==> src/design/jtl_pkg.sv <==
// Shared widths, token kind codes and result types for the JSON token lexer.
package jtl_pkg;

    localparam int POS_W            = 20;
    localparam int LEN_W            = POS_W + 1;
    localparam int MAX_SOURCE_BYTES = 2 ** POS_W;
    localparam int KIND_W           = 4;

    localparam logic [KIND_W-1:0] K_LBRACE = 4'd0;
    localparam logic [KIND_W-1:0] K_RBRACE = 4'd1;
    localparam logic [KIND_W-1:0] K_LBRACK = 4'd2;
    localparam logic [KIND_W-1:0] K_RBRACK = 4'd3;
    localparam logic [KIND_W-1:0] K_COLON  = 4'd4;
    localparam logic [KIND_W-1:0] K_COMMA  = 4'd5;
    localparam logic [KIND_W-1:0] K_STRING = 4'd6;
    localparam logic [KIND_W-1:0] K_NUMBER = 4'd7;
    localparam logic [KIND_W-1:0] K_TRUE   = 4'd8;
    localparam logic [KIND_W-1:0] K_END    = 4'd11;
    localparam logic [KIND_W-1:0] K_ERROR  = 4'd12;

    typedef struct packed {
        logic [KIND_W-1:0] kind;
        logic [POS_W-1:0]  offset;
        logic [LEN_W-1:0]  length;
        logic              last;
    } t_tok;

    typedef struct packed {
        t_tok [2:0]  tok;
        logic [1:0]  cnt;
    } t_batch;

endpackage

==> src/design/jtl_ifs.sv <==
// Valid/ready channel interfaces for source bytes and result tokens.
interface jtl_src_if;
    logic       valid;
    logic       ready;
    logic [7:0] source_byte;
    logic       final_byte;

    modport source (output valid, output source_byte, output final_byte, input ready);
    modport sink   (input valid, input source_byte, input final_byte, output ready);
endinterface

interface jtl_tok_if;
    logic        valid;
    logic        ready;
    logic [3:0]  token_kind;
    logic [19:0] token_offset;
    logic [20:0] token_length;
    logic        run_last;

    modport source (output valid, output token_kind, output token_offset,
                    output token_length, output run_last, input ready);
    modport sink   (input valid, input token_kind, input token_offset,
                    input token_length, input run_last, output ready);
endinterface

==> src/design/jtl_scan.sv <==
// Lexer state registers and per-byte next-state and token logic.
module jtl_scan import jtl_pkg::*; (
    input  logic       i_clk,
    input  logic       i_rst_n,
    input  logic       i_adv,
    input  logic [7:0] i_byte,
    input  logic       i_fin,
    output t_batch     o_batch
);

    localparam logic [3:0] M_IDLE     = 4'd0;
    localparam logic [3:0] M_STR      = 4'd1;
    localparam logic [3:0] M_ESC      = 4'd2;
    localparam logic [3:0] M_HEX      = 4'd3;
    localparam logic [3:0] M_SIGN     = 4'd4;
    localparam logic [3:0] M_DOT      = 4'd5;
    localparam logic [3:0] M_INT      = 4'd6;
    localparam logic [3:0] M_FRACNEED = 4'd7;
    localparam logic [3:0] M_FRAC     = 4'd8;
    localparam logic [3:0] M_EXP      = 4'd9;
    localparam logic [3:0] M_EXPSIGN  = 4'd10;
    localparam logic [3:0] M_EXPDIG   = 4'd11;
    localparam logic [3:0] M_LIT      = 4'd12;
    localparam logic [3:0] M_ERR      = 4'd13;

    localparam logic [1:0] L_TRUE  = 2'd0;
    localparam logic [1:0] L_FALSE = 2'd1;
    localparam logic [1:0] L_NULL  = 2'd2;

    function automatic t_tok mk_tok(logic [KIND_W-1:0] k, logic [POS_W-1:0] o,
                                    logic [LEN_W-1:0] l);
        t_tok t;
        t.kind   = k;
        t.offset = o;
        t.length = l;
        t.last   = 1'b0;
        return t;
    endfunction

    function automatic logic [7:0] lit_char(logic [1:0] w, logic [1:0] idx);
        logic [7:0] ch;
        case ({w, idx})
            {L_TRUE, 2'd0}:  ch = "r";
            {L_TRUE, 2'd1}:  ch = "u";
            {L_TRUE, 2'd2}:  ch = "e";
            {L_FALSE, 2'd0}: ch = "a";
            {L_FALSE, 2'd1}: ch = "l";
            {L_FALSE, 2'd2}: ch = "s";
            {L_FALSE, 2'd3}: ch = "e";
            {L_NULL, 2'd0}:  ch = "u";
            {L_NULL, 2'd1}:  ch = "l";
            {L_NULL, 2'd2}:  ch = "l";
            default:         ch = 8'h00;
        endcase
        return ch;
    endfunction

    logic [3:0]       r_mode, n_mode;
    logic [POS_W-1:0] r_pos, n_pos;
    logic [POS_W-1:0] r_start, n_start;
    logic [1:0]       r_hex, n_hex;
    logic [1:0]       r_lidx, n_lidx;
    logic [1:0]       r_lwh, n_lwh;

    always_comb begin
        logic             fin, dig, hexc, is_e, esc_ok, lit_hit;
        logic [1:0]       w;
        logic [2:0]       llen;
        logic [2:0]       lidx_inc;
        logic [3:0]       id_mode;
        logic             id_start, id_emit;
        t_tok             id_tok;
        logic [1:0]       id_wh;
        logic [LEN_W-1:0] len_ps, span;
        logic [3:0]       m1;
        logic [POS_W-1:0] s1;
        logic [1:0]       hex1, lidx1, lwh1;
        logic [1:0]       st_n, fl_n;
        t_tok             st0, st1, fl0, fl1;
        logic             end_num;
        t_tok             res0, res1, res2;
        logic [1:0]       cnt;

        fin    = i_fin || (r_pos == POS_W'(MAX_SOURCE_BYTES - 1));
        dig    = (i_byte >= "0") && (i_byte <= "9");
        hexc   = dig || ((i_byte >= "a") && (i_byte <= "f"))
                     || ((i_byte >= "A") && (i_byte <= "F"));
        is_e   = (i_byte == "e") || (i_byte == "E");
        esc_ok = (i_byte == 8'h22) || (i_byte == 8'h5C) || (i_byte == "/")
              || (i_byte == "b") || (i_byte == "f") || (i_byte == "n")
              || (i_byte == "r") || (i_byte == "t");
        len_ps = {1'b0, r_pos} - {1'b0, r_start};

        // decode of a byte seen between tokens
        id_mode  = M_IDLE;
        id_start = 1'b0;
        id_emit  = 1'b0;
        id_wh    = L_TRUE;
        id_tok   = mk_tok(K_ERROR, r_pos, LEN_W'(1));
        case (i_byte) inside
            8'h20, 8'h09, 8'h0D, 8'h0A: ;
            "{": begin id_emit = 1'b1; id_tok.kind = K_LBRACE; end
            "}": begin id_emit = 1'b1; id_tok.kind = K_RBRACE; end
            "[": begin id_emit = 1'b1; id_tok.kind = K_LBRACK; end
            "]": begin id_emit = 1'b1; id_tok.kind = K_RBRACK; end
            ":": begin id_emit = 1'b1; id_tok.kind = K_COLON; end
            ",": begin id_emit = 1'b1; id_tok.kind = K_COMMA; end
            8'h22: begin id_mode = M_STR; id_start = 1'b1; end
            "-", "+": begin id_mode = M_SIGN; id_start = 1'b1; end
            ".": begin id_mode = M_DOT; id_start = 1'b1; end
            "t": begin id_mode = M_LIT; id_start = 1'b1; id_wh = L_TRUE; end
            "f": begin id_mode = M_LIT; id_start = 1'b1; id_wh = L_FALSE; end
            "n": begin id_mode = M_LIT; id_start = 1'b1; id_wh = L_NULL; end
            [8'h30:8'h39]: begin id_mode = M_INT; id_start = 1'b1; end
            default: begin id_emit = 1'b1; id_mode = M_ERR; end
        endcase

        w        = (r_lwh == 2'd3) ? L_TRUE : r_lwh;
        llen     = (w == L_FALSE) ? 3'd4 : 3'd3;
        lidx_inc = {1'b0, r_lidx} + 3'd1;
        lit_hit  = ({1'b0, r_lidx} < llen) && (i_byte == lit_char(w, r_lidx));

        m1      = r_mode;
        s1      = r_start;
        hex1    = r_hex;
        lidx1   = r_lidx;
        lwh1    = r_lwh;
        st_n    = 2'd0;
        st0     = mk_tok(K_ERROR, r_start, len_ps);
        st1     = id_tok;
        end_num = 1'b0;

        unique case (r_mode)
            M_STR: begin
                if (i_byte == 8'h22) begin
                    st_n = 2'd1;
                    st0  = mk_tok(K_STRING, r_start + POS_W'(1), len_ps - LEN_W'(1));
                    m1   = M_IDLE;
                end else if (i_byte == 8'h5C) begin
                    m1 = M_ESC;
                end else if (i_byte < 8'd32) begin
                    st_n = 2'd1;
                    m1   = M_ERR;
                end
            end
            M_ESC: begin
                if (i_byte == "u") begin
                    m1   = M_HEX;
                    hex1 = 2'd0;
                end else if (esc_ok) begin
                    m1 = M_STR;
                end else begin
                    st_n = 2'd1;
                    m1   = M_ERR;
                end
            end
            M_HEX: begin
                if (hexc) begin
                    hex1 = r_hex + 2'd1;
                    if (r_hex == 2'd3) m1 = M_STR;
                end else begin
                    st_n = 2'd1;
                    m1   = M_ERR;
                end
            end
            M_SIGN, M_DOT: begin
                if (dig) begin
                    m1 = (r_mode == M_SIGN) ? M_INT : M_FRAC;
                end else begin
                    st_n = 2'd1;
                    st0  = mk_tok(K_ERROR, r_start, LEN_W'(1));
                    m1   = M_ERR;
                end
            end
            M_INT: begin
                if (!dig) begin
                    if (i_byte == ".") m1 = M_FRACNEED;
                    else if (is_e) m1 = M_EXP;
                    else end_num = 1'b1;
                end
            end
            M_FRACNEED, M_EXPSIGN: begin
                if (dig) begin
                    m1 = (r_mode == M_FRACNEED) ? M_FRAC : M_EXPDIG;
                end else begin
                    st_n = 2'd1;
                    m1   = M_ERR;
                end
            end
            M_FRAC: begin
                if (!dig) begin
                    if (is_e) m1 = M_EXP;
                    else end_num = 1'b1;
                end
            end
            M_EXP: begin
                if (i_byte == "+" || i_byte == "-") begin
                    m1 = M_EXPSIGN;
                end else if (dig) begin
                    m1 = M_EXPDIG;
                end else begin
                    st_n = 2'd1;
                    m1   = M_ERR;
                end
            end
            M_EXPDIG: begin
                if (!dig) end_num = 1'b1;
            end
            M_LIT: begin
                if (lit_hit) begin
                    lidx1 = lidx_inc[1:0];
                    if (lidx_inc >= llen) begin
                        st_n  = 2'd1;
                        st0   = mk_tok(K_TRUE + KIND_W'(w), '0, '0);
                        m1    = M_IDLE;
                        lidx1 = 2'd0;
                    end
                end else begin
                    st_n = 2'd1;
                    st0  = mk_tok(K_ERROR, r_start, LEN_W'(1));
                    m1   = M_ERR;
                end
            end
            M_ERR: ;
            default: begin
                st_n = {1'b0, id_emit};
                st0  = id_tok;
                m1   = id_mode;
                if (id_start) begin
                    s1    = r_pos;
                    lidx1 = 2'd0;
                    lwh1  = (id_mode == M_LIT) ? id_wh : r_lwh;
                end
            end
        endcase

        if (end_num) begin
            st_n = id_emit ? 2'd2 : 2'd1;
            st0  = mk_tok(K_NUMBER, r_start, len_ps);
            m1   = id_mode;
            if (id_start) begin
                s1    = r_pos;
                lidx1 = 2'd0;
                lwh1  = (id_mode == M_LIT) ? id_wh : r_lwh;
            end
        end

        // flush at the final byte
        span = {1'b0, r_pos} + LEN_W'(1) - {1'b0, s1};
        fl_n = 2'd0;
        fl0  = mk_tok(K_END, '0, '0);
        fl1  = mk_tok(K_END, '0, '0);
        if (fin) begin
            case (m1) inside
                M_IDLE: fl_n = 2'd1;
                M_INT, M_FRAC, M_EXPDIG: begin
                    fl_n = 2'd2;
                    fl0  = mk_tok(K_NUMBER, s1, span);
                end
                M_STR, M_ESC, M_HEX, M_FRACNEED, M_EXP, M_EXPSIGN: begin
                    fl_n = 2'd1;
                    fl0  = mk_tok(K_ERROR, s1, span);
                end
                M_SIGN, M_DOT, M_LIT: begin
                    fl_n = 2'd1;
                    fl0  = mk_tok(K_ERROR, s1, LEN_W'(1));
                end
                default: fl_n = 2'd0;
            endcase
        end

        cnt  = st_n + fl_n;
        res0 = (st_n != 2'd0) ? st0 : fl0;
        res1 = (st_n == 2'd2) ? st1 : (st_n == 2'd1) ? fl0 : fl1;
        res2 = (st_n == 2'd2) ? fl0 : fl1;
        res0.last = (cnt == 2'd1);
        res1.last = (cnt == 2'd2);
        res2.last = (cnt == 2'd3);
        o_batch.tok[0] = res0;
        o_batch.tok[1] = res1;
        o_batch.tok[2] = res2;
        o_batch.cnt    = cnt;

        if (fin) begin
            n_mode  = M_IDLE;
            n_pos   = '0;
            n_start = '0;
            n_hex   = 2'd0;
            n_lidx  = 2'd0;
            n_lwh   = L_TRUE;
        end else begin
            n_mode  = m1;
            n_pos   = r_pos + POS_W'(1);
            n_start = s1;
            n_hex   = hex1;
            n_lidx  = lidx1;
            n_lwh   = lwh1;
        end
    end

    always_ff @(posedge i_clk) begin
        if (!i_rst_n) begin
            r_mode  <= M_IDLE;
            r_pos   <= '0;
            r_start <= '0;
            r_hex   <= 2'd0;
            r_lidx  <= 2'd0;
            r_lwh   <= L_TRUE;
        end else if (i_adv) begin
            r_mode  <= n_mode;
            r_pos   <= n_pos;
            r_start <= n_start;
            r_hex   <= n_hex;
            r_lidx  <= n_lidx;
            r_lwh   <= n_lwh;
        end
    end

endmodule

==> src/design/jtl_outq.sv <==
// Three-entry result register that hands out one token item per cycle while o_tok is ready.
module jtl_outq import jtl_pkg::*; (
    input  logic      i_clk,
    input  logic      i_rst_n,
    input  logic      i_load,
    input  t_batch    i_batch,
    output logic      o_free,
    jtl_tok_if.source o_tok
);

    t_tok [2:0] r_ent;
    logic [1:0] r_cnt;
    logic       pop;

    assign pop    = (r_cnt != 2'd0) && o_tok.ready;
    assign o_free = (r_cnt == 2'd0) || ((r_cnt == 2'd1) && pop);

    assign o_tok.valid        = (r_cnt != 2'd0);
    assign o_tok.token_kind   = r_ent[0].kind;
    assign o_tok.token_offset = r_ent[0].offset;
    assign o_tok.token_length = r_ent[0].length;
    assign o_tok.run_last     = r_ent[0].last;

    always_ff @(posedge i_clk) begin
        if (!i_rst_n) begin
            r_cnt <= 2'd0;
        end else if (i_load) begin
            r_cnt <= i_batch.cnt;
        end else if (pop) begin
            r_cnt <= r_cnt - 2'd1;
        end
    end

    always_ff @(posedge i_clk) begin
        if (i_load) begin
            r_ent <= i_batch.tok;
        end else if (pop) begin
            r_ent[0] <= r_ent[1];
            r_ent[1] <= r_ent[2];
        end
    end

endmodule

==> src/design/json_token_lexer.sv <==
// Top level of the streaming JSON token lexer.
//
//  channel  dir  payload                                             handshake
//  i_src    in   source_byte[7:0], final_byte                        valid/ready
//  o_tok    out  token_kind[3:0], token_offset[19:0],                valid/ready
//                token_length[20:0], run_last
//
// One byte per cycle while each byte yields at most one token and o_tok is ready; a
// byte yielding n tokens holds the input while the one-token-per-cycle result
// register drains. Bytes wait in the input register, tokens in the result register.
// Synchronous active-low reset clears the lexer state, input and result valids.
// Output stalls back up through the result register into the input register.
module json_token_lexer import jtl_pkg::*; (
    input  logic      i_clk,
    input  logic      i_rst_n,
    jtl_src_if.sink   i_src,
    jtl_tok_if.source o_tok
);

    logic       r_in_valid;
    logic [7:0] r_byte;
    logic       r_fin;
    logic       q_free;
    logic       adv;
    t_batch     batch;

    assign adv         = r_in_valid && q_free;
    assign i_src.ready = !r_in_valid || adv;

    always_ff @(posedge i_clk) begin
        if (!i_rst_n) begin
            r_in_valid <= 1'b0;
        end else if (i_src.valid && i_src.ready) begin
            r_in_valid <= 1'b1;
        end else if (adv) begin
            r_in_valid <= 1'b0;
        end
    end

    always_ff @(posedge i_clk) begin
        if (i_src.valid && i_src.ready) begin
            r_byte <= i_src.source_byte;
            r_fin  <= i_src.final_byte;
        end
    end

    jtl_scan u_scan (
        .i_clk   (i_clk),
        .i_rst_n (i_rst_n),
        .i_adv   (adv),
        .i_byte  (r_byte),
        .i_fin   (r_fin),
        .o_batch (batch)
    );

    jtl_outq u_outq (
        .i_clk   (i_clk),
        .i_rst_n (i_rst_n),
        .i_load  (adv),
        .i_batch (batch),
        .o_free  (q_free),
        .o_tok   (o_tok)
    );

endmodule
==> src/flat_wrapper.sv <==
// flat-port wrapper written by rule: the top's interface ports become plain ports
module json_token_lexer_flat import jtl_pkg::*;
  (i_clk, i_rst_n, i_src_valid, i_src_source_byte, i_src_final_byte, i_src_ready, o_tok_valid, o_tok_token_kind, o_tok_token_offset, o_tok_token_length, o_tok_run_last, o_tok_ready);
  jtl_src_if i_src_i ();
  jtl_tok_if o_tok_i ();
  input  logic i_clk;
  input  logic i_rst_n;
  input wire logic [$bits(i_src_i.valid)-1:0] i_src_valid;
  input wire logic [$bits(i_src_i.source_byte)-1:0] i_src_source_byte;
  input wire logic [$bits(i_src_i.final_byte)-1:0] i_src_final_byte;
  output wire logic [$bits(i_src_i.ready)-1:0] i_src_ready;
  output wire logic [$bits(o_tok_i.valid)-1:0] o_tok_valid;
  output wire logic [$bits(o_tok_i.token_kind)-1:0] o_tok_token_kind;
  output wire logic [$bits(o_tok_i.token_offset)-1:0] o_tok_token_offset;
  output wire logic [$bits(o_tok_i.token_length)-1:0] o_tok_token_length;
  output wire logic [$bits(o_tok_i.run_last)-1:0] o_tok_run_last;
  input wire logic [$bits(o_tok_i.ready)-1:0] o_tok_ready;
  assign i_src_i.valid = i_src_valid;
  assign i_src_i.source_byte = i_src_source_byte;
  assign i_src_i.final_byte = i_src_final_byte;
  assign i_src_ready = i_src_i.ready;
  assign o_tok_valid = o_tok_i.valid;
  assign o_tok_token_kind = o_tok_i.token_kind;
  assign o_tok_token_offset = o_tok_i.token_offset;
  assign o_tok_token_length = o_tok_i.token_length;
  assign o_tok_run_last = o_tok_i.run_last;
  assign o_tok_i.ready = o_tok_ready;
  json_token_lexer u_core (.i_clk(i_clk), .i_rst_n(i_rst_n), .i_src(i_src_i), .o_tok(o_tok_i));
endmodule
==> config.mk <==
export PLATFORM = sky130hd
export DESIGN_NAME = json_token_lexer_flat
export DESIGN_NICKNAME = d
export VERILOG_FILES = /design/src/design/jtl_pkg.sv /design/src/design/jtl_ifs.sv /design/src/design/jtl_scan.sv /design/src/design/jtl_outq.sv /design/src/design/json_token_lexer.sv /design/src/flat_wrapper.sv
export SDC_FILE = /design/constraint.sdc
export NUM_CORES = 1
export LEC_CHECK = 0
export ABC_AREA = 1
export BUFFER_PORTS_ARGS = -buffer_cell sky130_fd_sc_hd__buf_2
export CAP_MARGIN = 40
export CORE_MARGIN = 3
export CORE_UTILIZATION = 38
export CTS_CLUSTER_SIZE = 20
export DETAILED_ROUTE_END_ITERATION = 10
export HOLD_SLACK_MARGIN = 0.02
export PLACE_DENSITY_LB_ADDON = 0.25
export SLEW_MARGIN = 20
export SYNTH_ARGS = -nofsm -noshare
export SYNTH_HDL_FRONTEND = slang
export SYNTH_HIERARCHICAL = 1
export SYNTH_SLANG_ARGS = --single-unit
==> constraint.sdc <==
create_clock -name i_clk -period 6.2 [get_ports i_clk]
set_input_delay 0.93 -clock i_clk [delete_from_list [all_inputs] [get_ports i_clk]]
set_output_delay 0.93 -clock i_clk [all_outputs]
set_load 0.02 [all_outputs]
Yosys cells after proc, flatten, opt, wreduce, memory -nomap -nowiden

Memories as Yosys holds them, arrays and structs flattened.
Cells that the tools add are included.

Output and inout bits: 48
Bits in latches: 0
Bits in registers: 200
Memories: 1
RAM bits: 0
Bits in read-only memories: 112
Input port bits: 13

Divide/modulo/power cells: 0
Equal/unequal tests: 63
Add/subtract/negate cells: 11
Shifts and indexed selects: 0
Bitwise operators: 0
Multipliers: 0
$lt $le $gt $ge: 9
Reduce and logical (&&, ||, !) cells: 44
Mux-type cells: 152

Memory list:

| name            | words | width | rd ports | clocked after memory_dff | wr ports | line           | text |
|---|---|---|---|---|---|---|---|
| (no name shown) | 16    | 7     | 1        | 0                        | 0        | jtl_scan.sv:42 | `case ({w, idx})` |

Operators by type and width:

| operator                                                                          | count |
|---|---|
| 46-bit 2-to-1 mux                                                                 | 10 |
| 92-bit 2-to-1 mux                                                                 | 2 |
| 46-bit case mux with 4 select lines                                               | 1 |
| 4-bit 2-to-1 mux                                                                  | 38 |
| 20-bit 2-to-1 mux                                                                 | 6 |
| 8-bit by 7-bit equality test with 1-bit output (second input constant)            | 13 |
| 45-bit 2-to-1 mux                                                                 | 2 |
| 2-bit 2-to-1 mux                                                                  | 38 |
| 8-bit by 6-bit equality test with 1-bit output (second input constant)            | 8 |
| 4-bit equality test (second input constant)                                       | 12 |
| 1-bit 2-to-1 mux                                                                  | 45 |
| 20-bit by 1-bit adder with 20-bit output (second input constant)                  | 2 |
| 4-bit case mux with 10 select lines                                               | 1 |
| 4-bit by 3-bit equality test with 1-bit output (second input constant)            | 8 |
| 8-bit by 4-bit equality test with 1-bit output (second input constant)            | 3 |
| 22-bit 2-to-1 mux                                                                 | 1 |
| 20-bit by 1-bit adder with 21-bit output (second input constant)                  | 1 |
| 20-bit by 20-bit subtractor with 21-bit output                                    | 1 |
| 21-bit by 1-bit subtractor with 21-bit output (second input constant)             | 1 |
| 21-bit by 20-bit subtractor with 21-bit output                                    | 1 |
| 20-bit equality test (second input constant)                                      | 1 |
| 4-bit by 2-bit equality test with 1-bit output (second input constant)            | 4 |
| 8-bit by 7-bit >= comparator with 1-bit output (second input constant)            | 2 |
| 8-bit by 7-bit less-or-equal comparator with 1-bit output (second input constant) | 2 |
| other kinds (34)                                                                  | 76 |

Depth between registers and ports, before layout

Gate-level depths: netlist (run 1).

Depth in word-level cells: 28
Gate-level depth with buffers: 32
Mapped depth without buffers: 29

Hierarchy

The synthesis (run 1) kept the hierarchy.

By module, submodules not included:

| module           | seq. area each (µm²) | instances | area each (µm²) | cells each |
|---|---|---|---|---|
| jtl_scan         | 1001.0               | 1         | 9576.7          | 1732 |
| jtl_outq         | 4184.0               | 1         | 5838.1          | 507 |
| json_token_lexer | 290.3                | 1         | 329.1           | 18 |

Worst setup path before layout (run 1)

No wires, ideal clock.

Kind: input to register
From: in o_tok_ready
To: reg u_core.u_outq.r_ent, in the netlist u_core/u_outq/o_tok.run_last, enable pin
Data required time: 5.744 ns
Arrival time: 4.405 ns
Buffers on the path: 1
Slack: 1.340 ns
Stages: 7
Cell sequence: nand2_1 -> nand2_1 -> nand2_1 -> inv_1 -> buf_4 -> inv_4 -> nand2_1

Longest elaborated chain between the ends: 5

RTL lines:

| what                         | line                   | text |
|---|---|---|
| from (decl)                  | flat_wrapper.sv:17     | `input wire logic [$bits(o_tok_i.ready)-1:0] o_tok_ready;` |
| 1-bit logical AND            | jtl_outq.sv:15         | `assign pop = (r_cnt != 2'd0) && o_tok.ready;` |
| 1-bit logical AND            | jtl_outq.sv:16         | `assign o_free = (r_cnt == 2'd0) \|\| ((r_cnt == 2'd1) && pop);` |
| 1-bit logical OR             | jtl_outq.sv:16         |  |
| named net u_core.q_free      | json_token_lexer.sv:23 | `logic q_free;` |
| 1-bit logical AND            | json_token_lexer.sv:27 | `assign adv = r_in_valid && q_free;` |
| named net u_core.adv         | json_token_lexer.sv:24 | `logic adv;` |
| 2-bit nonzero test (no line) | -                      |  |
| to (signal assigned)         | jtl_outq.sv:36         | `r_ent <= i_batch.tok;` |
| to (decl)                    | jtl_outq.sv:11         | `t_tok [2:0] r_ent;` |

The timed path passes the listed nets, and every way through them passes these cells.
A chain may end at the register's enable or synchronous reset.

==> results of run 1 <==
[power by group through the flow]
stage | sequential, uW | combinational, uW | clock, uW
after floorplan | 1940 | 1320 | 0
after global placement | 1930 | 1600 | 0
after detailed placement | 1940 | 1610 | 0
after CTS | 1910 | 1620 | 1230
after global routing | 1940 | 1780 | 1280
final | 1910 | 1630 | 1200
[registers in the layout, indices dropped and copies added (netlist names)]
name	count
u_core/r_byte	8
u_core/u_scan/r_pos	20
u_core/u_scan/r_mode	4
u_core/r_in_valid	1
u_core/u_scan/r_lwh	2
u_core/u_outq/o_tok.token_length	21
u_core/u_outq/r_ent	92
u_core/u_outq/o_tok.token_kind	4
u_core/u_outq/r_cnt	2
u_core/u_scan/r_lidx	2
u_core/u_scan/r_hex	2
u_core/u_outq/o_tok.run_last	1
u_core/u_outq/o_tok.token_offset	20
u_core/r_fin	1
u_core/u_scan/r_start	20
[routing by layer]
| metal | global-route usage [%] | vias to the layer above | share of wire [%] |
|---|---|---|---|
| met2 | 37.0 | 467 | 46 |
| met1 | 29.9 | 6737 | 45 |
| met5 | 0 | - | 0 |
| li1 | - | 7236 | - |
| met4 | 8.43 | 0 | 3.6 |
| met3 | 2.80 | 76 | 5.3 |
[stage by stage]
stage	util [%]	worst slack, ns	power, uW
global route	41.2	0.253	5000
detailed placement	39.5	0.878	3550
CTS	41.1	0.865	4770
finish	41.2	0.796	4740
floorplan	-	1.34	3260
global placement	39.4	0.871	3530
[kinds of logic after synthesis]
| logic type | share of synthesized area [%] |
|---|---|
| adder cells (fa/ha/maj) | 6.37 |
| other | 0.0477 |
| AND/OR/NAND/NOR | 33.5 |
| buffers and inverters | 12.9 |
| flip-flops | 34.8 |
| XOR/XNOR | 2.45 |
| AO/OA/AOI/OAI | 9.97 |
[final cells by class]
type	instances	area [um^2]
Fill cell	4246	23800
Multi-Input combinational cell	1695	8410
Sequential cell	200	5480
Inverter	237	895
Tap cell	525	657
Timing Repair Buffer	89	558
Clock buffer	19	454
Clock inverter	13	174
[cell usage after synthesis (2+ instances only)]
| cell type | count | area share, % |
|---|---|---|
| sky130_fd_sc_hd__nor4_1 | 10 | 0.40 |
| sky130_fd_sc_hd__xnor2_1 | 13 | 0.72 |
| sky130_fd_sc_hd__a211oi_1 | 2 | 0.095 |
| sky130_fd_sc_hd__a221oi_1 | 2 | 0.11 |
| sky130_fd_sc_hd__o31ai_1 | 6 | 0.29 |
| sky130_fd_sc_hd__nor3_1 | 33 | 1.0 |
| sky130_fd_sc_hd__or2_2 | 2 | 0.079 |
| sky130_fd_sc_hd__conb_1 | 2 | 0.048 |
| sky130_fd_sc_hd__xor2_1 | 31 | 1.7 |
| sky130_fd_sc_hd__clkbuf_1 | 33 | 0.79 |
| sky130_fd_sc_hd__nand2_1 | 804 | 19 |
| sky130_fd_sc_hd__nor3_2 | 11 | 0.70 |
| sky130_fd_sc_hd__nor3b_1 | 4 | 0.19 |
| sky130_fd_sc_hd__nor2_4 | 6 | 0.43 |
| sky130_fd_sc_hd__o21ai_0 | 89 | 2.8 |
| sky130_fd_sc_hd__a21oi_1 | 114 | 3.6 |
| sky130_fd_sc_hd__nand2_4 | 2 | 0.14 |
| sky130_fd_sc_hd__a21o_1 | 4 | 0.19 |
| sky130_fd_sc_hd__edfxtp_1 | 147 | 28 |
| sky130_fd_sc_hd__o211ai_1 | 10 | 0.48 |
| sky130_fd_sc_hd__nand3_2 | 3 | 0.19 |
| sky130_fd_sc_hd__nor2_2 | 6 | 0.24 |
| sky130_fd_sc_hd__o2111ai_1 | 7 | 0.39 |
| sky130_fd_sc_hd__o21ai_1 | 10 | 0.32 |
| sky130_fd_sc_hd__o21a_1 | 4 | 0.19 |
| sky130_fd_sc_hd__nand4_1 | 40 | 1.6 |
| sky130_fd_sc_hd__inv_1 | 211 | 5.0 |
| sky130_fd_sc_hd__o21bai_1 | 4 | 0.19 |
| sky130_fd_sc_hd__a41oi_1 | 5 | 0.28 |
| sky130_fd_sc_hd__buf_2 | 24 | 0.76 |
| sky130_fd_sc_hd__buf_4 | 93 | 4.4 |
| sky130_fd_sc_hd__dfxtp_1 | 53 | 6.7 |
| sky130_fd_sc_hd__ha_1 | 77 | 6.1 |
| sky130_fd_sc_hd__a31oi_1 | 12 | 0.48 |
| sky130_fd_sc_hd__nor2_1 | 159 | 3.8 |
| sky130_fd_sc_hd__nand3_1 | 152 | 4.8 |
| sky130_fd_sc_hd__inv_2 | 24 | 0.57 |
| sky130_fd_sc_hd__buf_6 | 17 | 1.2 |
| sky130_fd_sc_hd__fa_1 | 2 | 0.25 |
| sky130_fd_sc_hd__nand2_2 | 10 | 0.40 |
| sky130_fd_sc_hd__o22ai_1 | 5 | 0.20 |
[worst min-delay path by stage]
| stage | endpoint | cells after the start |
|---|---|---|
| floorplan | u_core/u_scan/r_start[13] | 2 |
| global placement | u_core/r_in_valid | 2 |
| detailed placement | u_core/r_in_valid | 2 |
| CTS | u_core/r_in_valid | 2 |
| global route | u_core/u_outq/r_ent[54] | 2 |
| finish | u_core/u_outq/r_ent[54] | 2 |
[worst reg2reg max path, delay by kind of cell (launching register included)]
family	cells	cell delay [ns]
flip-flops	1	0.50
AND/OR/NAND/NOR	13	1.47
AO/OA/AOI/OAI	6	1.42
buffers and inverters	6	0.74
XOR/XNOR	1	0.23
adder cells (fa/ha/maj)	2	0.81
==> results.rst, run 1 <==
.. list-table::
   :header-rows: 1

   * - Metric
     - Value
   * - Result of the run
     - complete, no violations
   * - Cell area after technology mapping
     - 0.0157 mm^2
   * - Register area share after synthesis
     - 34.8%
   * - Number of warnings reported in the yosys synthesis log
     - 6
   * - Overall global routing resource usage
     - 22.4%
   * - Endpoint type of the worst setup path
     - register
   * - Number of nets still failing antenna checks after routing
     - 0
   * - Final net count
     - 2332
   * - Most numerous cell on the critical path
     - sky130_fd_sc_hd__nand2_1
   * - Clock sink count
     - 200
   * - Vias in the first global route
     - 13900
   * - Number of CTS-inserted buffers
     - 17
   * - Post-detailed-route wirelength per cell
     - 17.8 um
   * - DP Cell Count
     - 2745
   * - Die area
     - 0.0439 mm^2
   * - Fraction of registers with async set/reset
     - 0%
   * - Mapped Avg Cell Area
     - 6.98 um^2
   * - Finished Cell Area
     - 0.0166 mm^2
   * - Iter 0 DRT Violations
     - 1254
   * - Total vias in the final route
     - 14500
   * - Placed standard-cell area
     - 0.0160 mm^2
   * - H-tree levels
     - 4
   * - Levels on crit path
     - 28
   * - Average vias per placed instance
     - 5.23
   * - Number of buffer cells added on primary ports
     - 60
   * - Final count of hold timing violations
     - 0
   * - Maximum number of pins on one net before global-route repair
     - 79
   * - Iteration count of the initial detailed-routing pass
     - 6
   * - Clock Tree Root
     - sky130_fd_sc_hd__clkbuf_16
   * - Launching instance or port of the critical path
     - u_core/r_byte[3]
   * - Power per standard cell area
     - 285 mW/mm^2
   * - Detailed-route DRC error count
     - 0
   * - Max-cap violations
     - 0
   * - Unrepaired setup endpoints after global routing
     - false
   * - Final TNS setup
     - 0 ns
   * - Number of flops mapped to enable cells by yosys
     - 147
   * - Register bit total from synthesis
     - 200
   * - Worst min-delay path class
     - reg -> reg
   * - Type of the worst setup path
     - reg -> reg
   * - Worst reg-to-reg setup slack
     - 0.80 ns
   * - Sequential share of power
     - 40.2%
   * - Starting Density
     - 39.0%
   * - Switching Fraction
     - 39.7%
   * - Total routed wirelength
     - 49500 um
   * - Post CTS Setup Buffer Count
     - 0
   * - Resized Gates After CTS
     - 0
   * - Number of I/O pins
     - 61
   * - Leading cell type in the layout, fill and taps excluded
     - sky130_fd_sc_hd__nand2_1
   * - Die X-Extent
     - 210 um
   * - Final Skew
     - 0.0156 ns
   * - Layout area overhead
     - 5.57%
   * - Min-delay src
     - u_core/u_outq/r_ent[100]
   * - Required time worst endpoint
     - 6.43 ns
   * - Worst path max stage delay
     - 0.50 ns
   * - Final weighted congestion in routability-driven placement
     - 0.942
   * - Minimum hold slack
     - 0.501 ns
   * - Sw Pwr
     - 1880 uW
   * - Number of hold-repair buffers added at the cts stage
     - 0
   * - Wire length of the first global-routing pass
     - 77100 um
   * - Count of buffering cells on the critical path with inverters included
     - 6
   * - Number of core rows
     - 73
   * - Leading cell types in the layout, fill and taps excluded
     - 803 x sky130_fd_sc_hd__nand2_1, 210 x sky130_fd_sc_hd__inv_1, 159 x sky130_fd_sc_hd__nor2_1, 152 x sky130_fd_sc_hd__nand3_1, 147 x sky130_fd_sc_hd__edfxtp_1
   * - Latest clock arrival within the worst-skew pair
     - 0.47 ns
   * - CP Max Fanout
     - 28
   * - Relative max-transition margin
     - 44.3%
   * - Worst IR Drop VDD
     - 369 uV
   * - Synth Flop Type
     - sky130_fd_sc_hd__edfxtp_1
   * - TritonCTS clock tree
     - yes
   * - Total setup violations reported at the end of the flow
     - 0
   * - Clk buf depth
     - 2
   * - Final critical-path share of the clock period
     - 87.2%
   * - Area of the core
     - 0.0404 mm^2
   * - CP endpoint
     - u_core/u_outq/o_tok.token_length[17]
   * - Static leakage power
     - 0.00770 uW
   * - Die height
     - 210 um
   * - Worst-path cell with the longest stage delay
     - sky130_fd_sc_hd__edfxtp_1
   * - Transition at the pin with the smallest max-transition slack
     - 0.835 ns
   * - Finished Layout Cells
     - 2778
   * - Antenna diode count
     - 0
   * - Fin. max-slew vios
     - 0
   * - Clock-pin slew of the registers on the worst-case setup and hold paths
     - 0.08 ns
   * - Combinational share of power
     - 34.4%
   * - Post-layout min period
     - 5.40 ns
   * - Max Clock Freq
     - 185 MHz
   * - Synth Instances
     - 2257
   * - Register-to-Register Path Depth
     - 28
   * - CP arrival
     - 5.63 ns
   * - Element type at the critical path start
     - register
   * - Beginning of the worst register-to-register path
     - u_core/r_byte[3]
   * - Initial antenna violation count
     - 0
   * - Int Pwr
     - 2860 uW
   * - Destination of the worst register-to-register timing path
     - u_core/u_outq/o_tok.token_length[17]
   * - Hpwl dp
     - 37600 um
   * - Number of distinct library cells after synthesis
     - 55
   * - Total global routing overflow
     - 0
   * - Kind of cell adding the most delay to the critical path
     - simple AND/OR/NAND/NOR gates
   * - Fraction of final layout cells with drive strength greater than 1
     - 8.39%
   * - Proportion of power drawn by the clock network
     - 25.4%
No activity file was read; power rests on OpenSTA's default activity.
==> run 2: changes to the inputs <==
--- a/config.mk
+++ b/config.mk
@@ -17,5 +17,4 @@
 export SLEW_MARGIN = 20
 export SYNTH_ARGS = -nofsm -noshare
 export SYNTH_HDL_FRONTEND = slang
-export SYNTH_HIERARCHICAL = 1
 export SYNTH_SLANG_ARGS = --single-unit
==> results.rst, run 2 <==
.. list-table::
   :header-rows: 1

   * - Metric
     - Value
   * - Result of the run
     - complete, no violations
   * - Detailed-route DRC error count
     - 0 (unchanged)
   * - Worst hold path cell count
     - 2 (unchanged)
   * - Worst min-delay path class
     - reg -> reg
   * - Vias in the first global route
     - 13100 (-5.4%)
   * - Final weighted congestion in routability-driven placement
     - 0.965 (+2.4%)
   * - Clock-pin slew of the registers on the worst-case setup and hold paths
     - 0.08 ns (about the same)
   * - Hpwl dp
     - 35800 um (-4.8%)
   * - Finished Cell Area
     - 0.0162 mm^2 (-2.8%)
   * - Endpoint type of the worst setup path
     - register
   * - Wire length of the first global-routing pass
     - 75900 um (-1.5%)
   * - Relative max-transition margin
     - 42.6% (-1.7 points)
   * - Dominant cell by count in the synthesized netlist
     - sky130_fd_sc_hd__nand2_1
   * - Worst reg-to-reg setup slack
     - 0.56 ns (-0.23 ns)
   * - Post-synth top area cell
     - sky130_fd_sc_hd__edfxtp_1
   * - Max reg flops
     - 91 (-1.1%)
   * - Antenna diode count
     - 0 (unchanged)
   * - Fraction of registers with async set/reset
     - 0% (unchanged)
   * - Max-cap violations
     - 0 (unchanged)
   * - Latest clock arrival within the worst-skew pair
     - 0.47 ns (about the same)
   * - Iteration count of the initial detailed-routing pass
     - 5 (-1)
   * - Synth Instances
     - 2086 (-7.6%)
   * - Register with the highest flop count
     - u_core.u_outq.r_ent
   * - Global-route layer with the greatest usage
     - met2
   * - Die height
     - 204 um (-2.6%)
   * - Starting Density
     - 39.0% (about the same)
   * - Cells taking the most area after synthesis
     - sky130_fd_sc_hd__edfxtp_1 29%, sky130_fd_sc_hd__nand2_1 15%, sky130_fd_sc_hd__dfxtp_1 7.1%, sky130_fd_sc_hd__ha_1 6.5%, sky130_fd_sc_hd__inv_1 5.2%
   * - Power per standard cell area
     - 363 mW/mm^2 (+27%)
   * - Register bit total from synthesis
     - 199 (-0.50%)
   * - Met3 usage
     - 4.11% (+1.3 points)
   * - H-tree levels
     - 4 (unchanged)
   * - Filler instances
     - 4018 (-5.4%)
   * - Placed standard-cell area
     - 0.0155 mm^2 (-2.6%)
   * - Total routed wirelength
     - 48700 um (-1.5%)
   * - Simple-gate portion of the synthesized area
     - 31.3% (-2.2 points)
   * - Post-detailed-route wirelength per cell
     - 18.5 um (+3.7%)
   * - Initial antenna violation count
     - 0 (unchanged)
   * - Fin util
     - 42.3% (+1.1 points)
   * - Most numerous cell on the critical path
     - sky130_fd_sc_hd__nand2_1
   * - Layout area overhead
     - 8.41%
   * - Final Skew
     - 0.0167 ns (+0.00111 ns)
   * - Number of core rows
     - 71 (-2.7%)
   * - Area of the core
     - 0.0382 mm^2 (-5.4%)
   * - Register-to-Register Path Depth
     - 29 (+3.6%)
   * - Resized Gates After CTS
     - 0 (unchanged)
   * - Die X-Extent
     - 204 um (-2.6%)
   * - Leading cell type in the layout, fill and taps excluded
     - sky130_fd_sc_hd__nand2_1
   * - Post-layout min period
     - 5.64 ns (+0.235 ns)
   * - Complex-gate fraction of the synthesized area
     - 13.1% (+3.1 points)
   * - Final critical-path share of the clock period
     - 90.9% (+3.8 points)
   * - Mapped Avg Cell Area
     - 7.14 um^2 (+2.4%)
   * - Area share of the leading cell type in the synthesized netlist
     - 29.4% (+1.4 points)
   * - Number of warnings reported in the yosys synthesis log
     - 0 (-6)
   * - Unrepaired setup endpoints after global routing
     - false
   * - Synth Flop Type
     - sky130_fd_sc_hd__edfxtp_1
   * - CP arrival
     - 5.85 ns (+0.22 ns)
   * - Number of I/O pins
     - 61 (unchanged)
   * - Fraction of final layout cells with drive strength greater than 1
     - 9.22% (+0.83 points)
   * - Final TNS setup
     - 0 ns (unchanged)
   * - Die area
     - 0.0416 mm^2 (-5.2%)
   * - Worst path max stage delay
     - 0.65 ns (+0.15 ns)
   * - Clock sink count
     - 199 (-0.50%)
   * - Worst IR Drop VDD
     - 450 uV (+22%)
   * - Worst-path cell with the longest stage delay
     - sky130_fd_sc_hd__nand2_1
   * - Iter 0 DRT Violations
     - 1435 (+14%)
   * - Static leakage power
     - 0.00698 uW (-9.3%)
   * - Min-delay src
     - u_core.u_scan.r_start[9]
   * - Final count of hold timing violations
     - 0 (unchanged)
   * - Adder-cell area share of the yosys netlist
     - 6.73% (+0.36 points)
   * - Number of nets still failing antenna checks after routing
     - 0 (unchanged)
   * - Final net count
     - 2205 (-5.4%)
   * - Destination of the worst register-to-register timing path
     - u_core.u_outq.o_tok.token_length[17]
   * - Cell area after technology mapping
     - 0.0149 mm^2 (-5.4%)
   * - Leading cell types in the layout, fill and taps excluded
     - 602 x sky130_fd_sc_hd__nand2_1, 207 x sky130_fd_sc_hd__inv_1, 180 x sky130_fd_sc_hd__nor2_1, 150 x sky130_fd_sc_hd__nand3_1, 146 x sky130_fd_sc_hd__edfxtp_1
   * - Clk buf depth
     - 2 (unchanged)
   * - Element type at the critical path start
     - register
   * - TritonCTS clock tree
     - yes
   * - Overall global routing resource usage
     - 23.5% (+1.1 points)
   * - Global routing met2 resource utilization
     - 35.8% (-1.2 points)
   * - Number of distinct library cells after synthesis
     - 57 (+3.6%)
   * - Clock Tree Root
     - sky130_fd_sc_hd__clkbuf_16
   * - Total setup violations reported at the end of the flow
     - 0 (unchanged)
   * - Number of flops mapped to enable cells by yosys
     - 146 (-0.68%)
   * - Min-Delay Endpoint
     - u_core.u_scan.r_start[9]
   * - Post-Synth XOR/XNOR Area
     - 2.00% (-0.45 points)
   * - Synth cell count leaders
     - 603 x sky130_fd_sc_hd__nand2_1, 208 x sky130_fd_sc_hd__inv_1, 182 x sky130_fd_sc_hd__nor2_1
   * - GR met1 Demand/Resource
     - 33.8% (+3.9 points)
   * - Total vias in the final route
     - 14200 (-2.3%)
   * - Max Clock Freq
     - 177 MHz (-4.2%)
   * - Required time worst endpoint
     - 6.41 ns (-0.02 ns)
   * - Post CTS Setup Buffer Count
     - 0 (unchanged)
   * - Minimum hold slack
     - 0.489 ns (-0.0118 ns)
   * - Total global routing overflow
     - 0 (unchanged)
   * - Combinational family with the most area after synthesis
     - simple AND/OR/NAND/NOR gates
   * - Maximum number of pins on one net before global-route repair
     - 151 (+91%)
   * - Register area share after synthesis
     - 36.5% (+1.8 points)
   * - Proportion of synthesized area in mux cells
     - 0% (unchanged)
   * - Type of the worst setup path
     - reg -> reg
   * - Number of CTS-inserted buffers
     - 17 (unchanged)
   * - Number of hold-repair buffers added at the cts stage
     - 0 (unchanged)
   * - Fin. max-slew vios
     - 0 (unchanged)
   * - Average vias per placed instance
     - 5.38 (+2.9%)
   * - CP Max Fanout
     - 24 (-14%)
   * - Transition at the pin with the smallest max-transition slack
     - 0.861 ns (+0.0261 ns)
   * - Beginning of the worst register-to-register path
     - u_core.r_byte[6]
   * - Number of buffer cells added on primary ports
     - 60 (unchanged)
## run 2: changes by cell type after synthesis, sizes merged, moves of 8 or more
| cell | previous run | this run |
|---|---|---|
| a21oi | 115 | 142 |
| clkbuf | 33 | 44 |
| inv | 236 | 224 |
| nand2 | 816 | 616 |
| nor2 | 172 | 200 |
| o21ai | 99 | 148 |
| o22ai | 5 | 13 |
| buf | 135 | 73 |
| nand3 | 155 | 164 |
| xor2 | 31 | 21 |
## run 2: layout make-up
| type | instances | area, um^2 | share of cell area, % |
|---|---|---|---|
| Sequential cell | 199 | 5450 | 33.7 |
| Inverter | 225 | 846 | 5.24 |
| Tap cell | 511 | 639 | 3.96 |
| Timing Repair Buffer | 83 | 505 | 3.13 |
| Clock inverter | 14 | 181 | 1.12 |
| Multi-Input combinational cell | 1587 | 8110 | 50.2 |
| Clock buffer | 18 | 429 | 2.66 |
## run 2: metal layers
layer  part of all wire (%)  up-vias  routed length (um)
met5                      0        -                   0
met4                    3.1        0                1500
met3                    7.6       78                3690
met2                     43      533               21100
met1                     46     6653               22500
li1                       -     6920                   -
## run 2: kinds of logic (layout without fill, tap and decap cells)
kind of cell / after synthesis / after routing
simple gates: 1077 / 1077
compound gates: 353 / 353
xor+xnor: 34 / 34
other cells: 2 / 44
buf+inv: 342 / 340
fa+ha+maj: 79 / 79
flops: 199 / 199
## run 2: report_power, final
| group | internal, uW | switching [uW] | leakage [uW] | total (uW) |
|---|---|---|---|---|
| Combinational | 651 | 1870 | 0.00488 | 2520 |
| Clock | 616 | 585 | 0.000291 | 1200 |
| Sequential | 2030 | 123 | 0.00181 | 2150 |
| Total | 3290 | 2570 | 0.00698 | 5870 |
## run 2: how the worst max path moves through the flow
stage,cells past startpoint,start,end,slack (ns)
floorplan,30,u_core.r_byte[4],u_core.u_outq.o_tok.token_length[17],1.73
global placement,29,u_core.r_byte[4],u_core.u_outq.o_tok.token_length[18],0.70
detailed placement,27,u_core.r_byte[6],u_core.u_outq.o_tok.token_length[18],0.61
CTS,27,u_core.r_byte[6],u_core.u_outq.o_tok.token_length[18],0.58
global route,29,u_core.r_byte[4],u_core.u_outq.o_tok.token_length[17],0.03
finish,29,u_core.r_byte[6],u_core.u_outq.o_tok.token_length[17],0.56
## run 2: per-stage QoR
step / setup WS, ns / power, uW / std cells
floorplan: 1.73 / 4100 / 2128
global placement: 0.698 / 4650 / 2603
detailed placement: 0.611 / 4680 / 2605
CTS: 0.585 / 5890 / 2637
global route: 0.0262 / 6240 / 2637
finish: 0.561 / 5870 / 2637
## run 2: worst max-delay path, delay by kind of cell (launching register included)
kind	cells	cell delay, ns
adders and majority gates	3	0.72
buffers and inverters	5	0.59
DFF	1	0.45
AOI/OAI and AO/OA	6	1.28
and+or+nand+nor	15	2.33
